`src/rtl/pbat_pkg.sv`:
```
`timescale 1ns / 1ps
// Package for the power-of-two block allocator: record table sizing, codes,
// channel payload types and the size rounding function. No dependencies.
package pbat_pkg;

   localparam int REC_CNT   = 256;
   localparam int REC_IDX_W = $clog2(REC_CNT);
   localparam int REC_CNT_W = REC_IDX_W + 1;
   localparam int ITER_MAX  = REC_CNT + 2;
   localparam int ITER_W    = $clog2(ITER_MAX + 1);
   localparam int AW        = 36;
   localparam int CNT_SAT   = 511;

   localparam logic [1:0] OP_ALLOC     = 2'd0;
   localparam logic [1:0] OP_FREE_ADDR = 2'd1;
   localparam logic [1:0] OP_FREE_PROC = 2'd2;

   localparam logic [2:0] ST_OK         = 3'd0;
   localparam logic [2:0] ST_TOO_LARGE  = 3'd1;
   localparam logic [2:0] ST_NO_SPACE   = 3'd2;
   localparam logic [2:0] ST_TABLE_FULL = 3'd3;
   localparam logic [2:0] ST_NOT_FOUND  = 3'd4;

   localparam logic [1:0] CSR_ALLOC_BASE  = 2'd0;
   localparam logic [1:0] CSR_REGION_END  = 2'd1;
   localparam logic [1:0] CSR_ALLOC_LIMIT = 2'd2;
   localparam logic [1:0] CSR_MIN_BLOCK   = 2'd3;

   typedef struct packed {
      logic [1:0]  operation;
      logic [31:0] req_size;
      logic [31:0] address;
      logic [31:0] virt_addr;
      logic [7:0]  owner_pid;
      logic [7:0]  owner_cpu;
   } req_type;

   typedef struct packed {
      logic [2:0]  status;
      logic [31:0] block_addr;
      logic [31:0] granted_size;
      logic [8:0]  freed_count;
   } rsp_type;

   typedef struct packed {
      logic [31:0] addr;
      logic [31:0] size;
      logic [31:0] vaddr;
      logic [7:0]  pid;
      logic [7:0]  cpu;
   } rec_type;

   typedef struct packed {
      logic busy;
      logic done;
   } div_stat_type;

   // Round up to a power of two; zero stays zero, result may reach 2^32.
   function automatic logic [32:0] round_pow2(input logic [31:0] s);
      logic [31:0] t;
      t = s - 32'd1;
      t = t | (t >> 1);
      t = t | (t >> 2);
      t = t | (t >> 4);
      t = t | (t >> 8);
      t = t | (t >> 16);
      if (s == 32'd0) begin
         return 33'd0;
      end
      return {1'b0, t} + 33'd1;
   endfunction

endpackage

```
`src/rtl/pbat_rem_div.sv`:
```
`timescale 1ns / 1ps
// Bit-serial restoring divider that returns the remainder only, one bit a cycle.
// Depends on pbat_pkg.
module pbat_rem_div
   import pbat_pkg::*;
(
   input  logic         clock,
   input  logic         reset,
   input  logic         start,
   input  logic [32:0]  dividend,
   input  logic [31:0]  divisor,
   output div_stat_type stat,
   output logic [31:0]  rem
);

   logic [5:0]  cnt_ff, cnt_in;
   logic [32:0] num_ff, num_in;
   logic [31:0] div_ff, div_in;
   logic [31:0] rem_ff, rem_in;
   logic        busy_ff, busy_in;
   logic        done_ff, done_in;
   logic [32:0] trial;

   always_comb begin
      cnt_in  = cnt_ff;
      num_in  = num_ff;
      div_in  = div_ff;
      rem_in  = rem_ff;
      busy_in = busy_ff;
      done_in = 1'b0;
      trial   = {rem_ff, num_ff[32]};
      if (start) begin
         cnt_in  = 6'd33;
         num_in  = dividend;
         div_in  = divisor;
         rem_in  = '0;
         busy_in = 1'b1;
      end else if (busy_ff) begin
         num_in = {num_ff[31:0], 1'b0};
         if (trial >= {1'b0, div_ff}) begin
            rem_in = 32'(trial - {1'b0, div_ff});
         end else begin
            rem_in = trial[31:0];
         end
         cnt_in = cnt_ff - 6'd1;
         if (cnt_ff == 6'd1) begin
            busy_in = 1'b0;
            done_in = 1'b1;
         end
      end
   end

   always_ff @(posedge clock) begin
      if (reset) begin
         busy_ff <= 1'b0;
         done_ff <= 1'b0;
         cnt_ff  <= '0;
      end else begin
         busy_ff <= busy_in;
         done_ff <= done_in;
         cnt_ff  <= cnt_in;
      end
      num_ff <= num_in;
      div_ff <= div_in;
      rem_ff <= rem_in;
   end

   assign stat.busy = busy_ff;
   assign stat.done = done_ff;
   assign rem       = rem_ff;

endmodule

```
`config.mk`:
```
export PLATFORM = sky130hd
export DESIGN_NAME = pbat_rem_div
export DESIGN_NICKNAME = d
export VERILOG_FILES = /design/src/rtl/pbat_pkg.sv /design/src/rtl/pbat_rem_div.sv
export SDC_FILE = /design/constraint.sdc
export NUM_CORES = 1
export LEC_CHECK = 0
export BUFFER_PORTS_ARGS = -buffer_cell sky130_fd_sc_hd__buf_2
export CORE_MARGIN = 2
export CORE_UTILIZATION = 61
export CTS_CLUSTER_SIZE = 40
export DETAILED_ROUTE_END_ITERATION = 7
export PLACE_DENSITY_LB_ADDON = 0.3
export SKIP_LAST_GASP = 1
export SLEW_MARGIN = 5
export SYNTH_ARGS = -nofsm -noshare
export SYNTH_HDL_FRONTEND = slang
export SYNTH_SLANG_ARGS = --single-unit
```
`constraint.sdc`:
```
create_clock -name clock -period 7 [get_ports clock]
set_input_delay 1.05 -clock clock [delete_from_list [all_inputs] [get_ports clock]]
set_output_delay 1.05 -clock clock [all_outputs]
set_load 0.01 [all_outputs]
```
## Word level (Yosys, flattened, before mapping)

Index checks and enable logic that the tools add are counted.

| word-level totals | value |
|---|---|
| flip-flop bits (word level) | 105 |
| output and inout bits | 34 |
| logic and storage cells | 24 |
| input port bits | 68 |

| cells by class | value |
|---|---|
| bitwise logic cells | 1 |
| order comparisons | 1 |
| equal/unequal tests | 1 |
| muxes and demuxes | 9 |
| add/subtract/negate cells | 2 |
| reduce and logical (&&, ||, !) cells | 3 |

Operators by type and width:

| cell | number |
|---|---|
| $mux W33 | 2 |
| $ge A33 B32 Y1 | 1 |
| $mux W32 | 1 |
| $sub A32 B32 Y32 | 1 |
| $mux W6 | 2 |
| $eq A6 B1 Y1 const B | 1 |
| $sub A6 B1 Y6 const B | 1 |
| $mux W1 | 4 |
| $reduce_or A3 Y1 | 1 |
| $reduce_bool A2 Y1 | 1 |
| $reduce_or A2 Y1 | 1 |
| $not A1 Y1 | 1 |

## Logic depth before layout (Yosys ltp)

| depth | value |
|---|---|
| depth after elaboration | 4 |
| gate-level depth with buffers | 13 |
| mapped depth without buffers | 12 |

## Worst setup path before layout

OpenSTA, ideal clock, no wires.

| timing | value |
|---|---|
| path type | register -> register |
| start | register num_ff[32] |
| end | register rem_ff[20], in the netlist rem[20] |
| arrival time | 2.631 ns |
| required time | 6.914 ns |
| slack | 4.284 ns |
| cell stages (with the launch flop) | 13 |
| buffers on the path | 0 |
| setup time | 0.086 ns |
| period minus slack after synthesis | 2.716 ns |
| cells stage by stage | edfxtp_1 > inv_1 > ha_1 > inv_1 > fa_1 > a21o_1 > a311o_1 > a21bo_2 > a21boi_0 > o21ai_0 > xor2_1 > mux2i_1 > a211oi_1 |

| on the way | value |
|---|---|
| word-level cells in the longest chain between the ends | 2 |
| elaborated cells on any way between the ends | 3 |
| classes of those cells | 1 x add/sub; 1 x order compare; 1 x mux |

Ends and longest elaborated chain:

| item | line | source |
|---|---|---|
| start, declared | pbat_rem_div.sv:17 | `logic [32:0] num_ff, num_in;` |
| start signal, assigned | pbat_rem_div.sv:63 | `num_ff <= num_in;` |
| $sub A32 B32 Y32 / $ge A33 B32 Y1 (equally long branches) | pbat_rem_div.sv:41, pbat_rem_div.sv:40 |  |
| $mux W32 (*) | pbat_rem_div.sv:40 | `if (trial >= {1'b0, div_ff}) begin` |
| end signal, assigned | pbat_rem_div.sv:65 | `rem_ff <= rem_in;` |
| end, declared | pbat_rem_div.sv:19 | `logic [31:0] rem_ff, rem_in;` |

Every way passes the cells marked *; elsewhere a longest branch is shown, timed or not.
A chain may end at the register's enable or synchronous reset.

## Final worst setup path

| timing | value |
|---|---|
| start | register div_ff[11] |
| end | register rem_ff[11], in the netlist rem[11] |

| on the way | value |
|---|---|
| word-level cells in the longest chain between the ends | 2 |
| elaborated cells on any way between the ends | 3 |
| classes of those cells | 1 x add/sub; 1 x order compare; 1 x mux |

Ends and longest elaborated chain:

| item | line | source |
|---|---|---|
| start, declared | pbat_rem_div.sv:18 | `logic [31:0] div_ff, div_in;` |
| start signal, assigned | pbat_rem_div.sv:64 | `div_ff <= div_in;` |
| $sub A32 B32 Y32 / $ge A33 B32 Y1 (equally long branches) | pbat_rem_div.sv:41, pbat_rem_div.sv:40 |  |
| $mux W32 (*) | pbat_rem_div.sv:40 |  |

Marked as above.

==> flow_metrics.py <==
metrics = {
    "sta": {
        "fin_crit_sh_pct": 48.4,
        "hold_viol": 0,
        "report.final.slew_viol_count": 0,
        "clock_skew_ns": 0.0132,
        "period_needed_ns": 3.39,
        "worst_slew_pin_slew_ns": 1.21,
        "max_slew_margin_pct": 19.4,
        "finalSetupViolCount": 0,
        "grt_setup_unrepaired": "false",
        "fin_ws_ns": 3.61,
        "fmax_mhz": 295,
        "fin_tns_setup_ns": 0,
    },
    "clock_tree": {
        "cts_buffer_depth": 2,
        "ctsResizeCount": 0,
        "insertion_delay_ns": 0.39,
        "numCtsBuffers": 9,
        "hold_buffers": 0,
        "postCtsSetupBuffers": 0,
        "cts_sinks": 105,
        "clkTransAtPathRegs_ns": 0.09,
        "ctsRootBufferMaster": "clkbuf_8",
        "htreeDepth": 3,
        "cts_tree": "yes",
    },
    "yosys": {
        "syn_area_per_cell_sq_um": 10.2,
        "ys.flop_type": "edfxtp_1",
        "netlist_area_sq_um": 6060,
        "synthDistinctLibCells": 64,
        "synth_fp_nets": 696,
        "seq_area_frac_synth_pct": 45.4,
        "synth-warning-count": 0,
        "synthCells": 593,
        "async_reset_ff_share_pct": 0,
        "synth-edff-count": 65,
        "ys_ff_latch": 105,
    },
    "die": {
        "num_rows": 36,
        "ioPinCount": 102,
        "die_h_microns": 104,
        "core_area_sq_um": 9730,
        "initial_utilization_pct": 62.3,
        "dieArea_sq_um": 10700,
        "die_w_microns": 104,
    },
    "layout": {
        "utilization_pct": 69.6,
        "drive_gt1_share_pct": 23.5,
        "syn_to_final_growth_pct": 11.7,
        "instances_no_fill": 815,
        "layout_common_cells": "buf_2 (100), edfxtp_1 (65), nor2_1 (53)",
        "diodes": 0,
        "n_fill_cell": 782,
        "finalNetCount": 780,
        "final_common_cell": "buf_2",
    },
    "worst_setup_path": {
        "path_cells": "inv_1 -> ha_1 -> and4_4 -> o2111ai_1 -> a311oi_2 -> o21ai_2 -> o31ai_4 -> a31o_1 -> buf_4 -> nand2_1 -> o211a_1",
        "cpLargestDelayFamily": "compound AO/OA/AOI/OAI gates",
        "cp-end-kind": "flip-flop",
        "crit_type": "flip-flop to flip-flop",
        "critPathMaxStageDelay_ns": 0.52,
        "critPathSlowestCell": "a31o_1",
        "path_buf_inv": 2,
        "path_max_fanout": 15,
        "crit_arrival_ns": 3.67,
        "start_kind": "flip-flop",
        "required_ns": 7.28,
    },
    "power": {
        "sw_frac_of_total_pct": 31.3,
        "power.net_switching_uw": 463,
        "powerDensity_nw_per_um2": 218,
        "comb_power_share_pct": 26.1,
        "vdd_drop_max_mv": 0.180,
        "p_total_uw": 1480,
        "sequentialPowerShare_pct": 50.4,
        "p_int_uw": 1010,
        "leakagePower_uw": 0.00295,
        "pwr-share-clk_pct": 23.5,
    },
    "detailed_routing": {
        "post-route-drc-count": 0,
        "drtIter0Drc": 285,
        "vias_per_cell": 5.75,
        "ant_nets": 0,
        "wl_mm": 13.2,
        "firstDrtPassIters": 5,
        "routedWlPerCell_microns": 16.2,
        "vias": 4687,
    },
    "global_routing": {
        "antenna_found_initial": 0,
        "grt_max_degree": 62,
        "track_usage_pct": 25.3,
        "grt_overflow": 0,
        "grt_pass1_vias": 4698,
        "grt_pass1_wl_mm": 22.1,
    },
    "run": {
        "drv_cap": 0,
    },
    "placed_design": {
        "pre_cts_slack_ns": 3.67,
        "hpwl_mm": 9.64,
        "portBuffers": 101,
        "finalWeightedCongestion": 0.973,
        "placedCellCount": 799,
    },
    "hold_path": {
        "hp-class": "flip-flop to flip-flop",
    },
    "outcome": {
        "status": "complete, no violations",
    },
}
[final timing paths]
path / from / to / slack (ns) / depth (start not counted)
hold / removal: rem[16] / rem[16] / 0.52 / 2
hold reg to reg: rem[16] / rem[16] / 0.52 / 2
setup reg to reg: div_ff[11] / rem[11] / 3.61 / 11
setup / recovery: div_ff[11] / rem[11] / 3.61 / 11
[worst register-to-register path, cell delays in order (launching register included)]
cell and delay (ns):
edfxtp_1 0.34, inv_1 0.04, ha_1 0.40, and4_4 0.29, o2111ai_1 0.13, a311oi_2 0.46, o21ai_2 0.14, o31ai_4 0.21
a31o_1 0.52, buf_4 0.37, nand2_1 0.14, o211a_1 0.26
[sequential cells by signal, summed over array words and instances (netlist names)]
name,cells
num_ff,33
div_ff,32
done_ff,1
cnt_ff,6
busy_ff,1
rem,32
[layout make-up]
cell class | instances | area (sq um) | area share [%]
clock buffers | 11 | 131 | 1.94
clock inverters | 5 | 40.0 | 0.591
inverters | 42 | 158 | 2.33
multi-input cells | 414 | 2990 | 44.1
flip-flops and latches | 105 | 2750 | 40.7
well taps | 133 | 166 | 2.46
repair buffers | 105 | 538 | 7.94
[power by group through the flow]
stage | combinational (uW) | sequential [uW] | clock [uW]
2_1_floorplan | 281 | 758 | 0
3_3_place_gp | 368 | 757 | 0
3_5_place_dp | 379 | 759 | 0
4_1_cts | 382 | 745 | 357
5_1_grt | 428 | 753 | 374
6_report | 385 | 745 | 347
[synth_stat cells, drive strengths merged, types with 18 or more instances]
cell type,n,area share [%]
a211oi,18,2.2
mux2i,19,3.1
nand3,20,1.7
inv,41,2.5
nor2,53,3.3
mux2,32,5.9
a21oi,37,3.1
dfxtp,40,13
ha,34,7.0
nand2,40,2.5
edfxtp,65,32
clkbuf,21,1.3
[metal layers]
metal | wire length (microns) | track usage (%) | share of wire [%] | up-vias
li1 | - | - | - | 2332
met1 | 5670 | 31.6 | 43 | 2193
met2 | 6470 | 41.8 | 49 | 138
met3 | 867 | 7.80 | 6.5 | 24
met4 | 238 | 8.88 | 1.8 | 0
met5 | 0 | 0 | 0 | -
[stage by stage]
step	hold WS [ns]	instance area (sq um)
floorplan	0.480	6060
global route	0.548	6770
CTS	0.526	6770
detailed placement	0.512	6600
global placement	0.495	6600
finish	0.520	6770
[kinds of logic after synthesis]
family,Yosys count,share of synthesized area [%]
AOI/OAI and AO/OA,141,16.4
adders and majority gates,35,7.35
DFF,105,45.4
muxes,51,9.08
and+or+nand+nor,156,11.9
buffers and inverters,74,5.33
xor gates and xnor gates,31,4.48
Power figures use the tool's default switching activity.
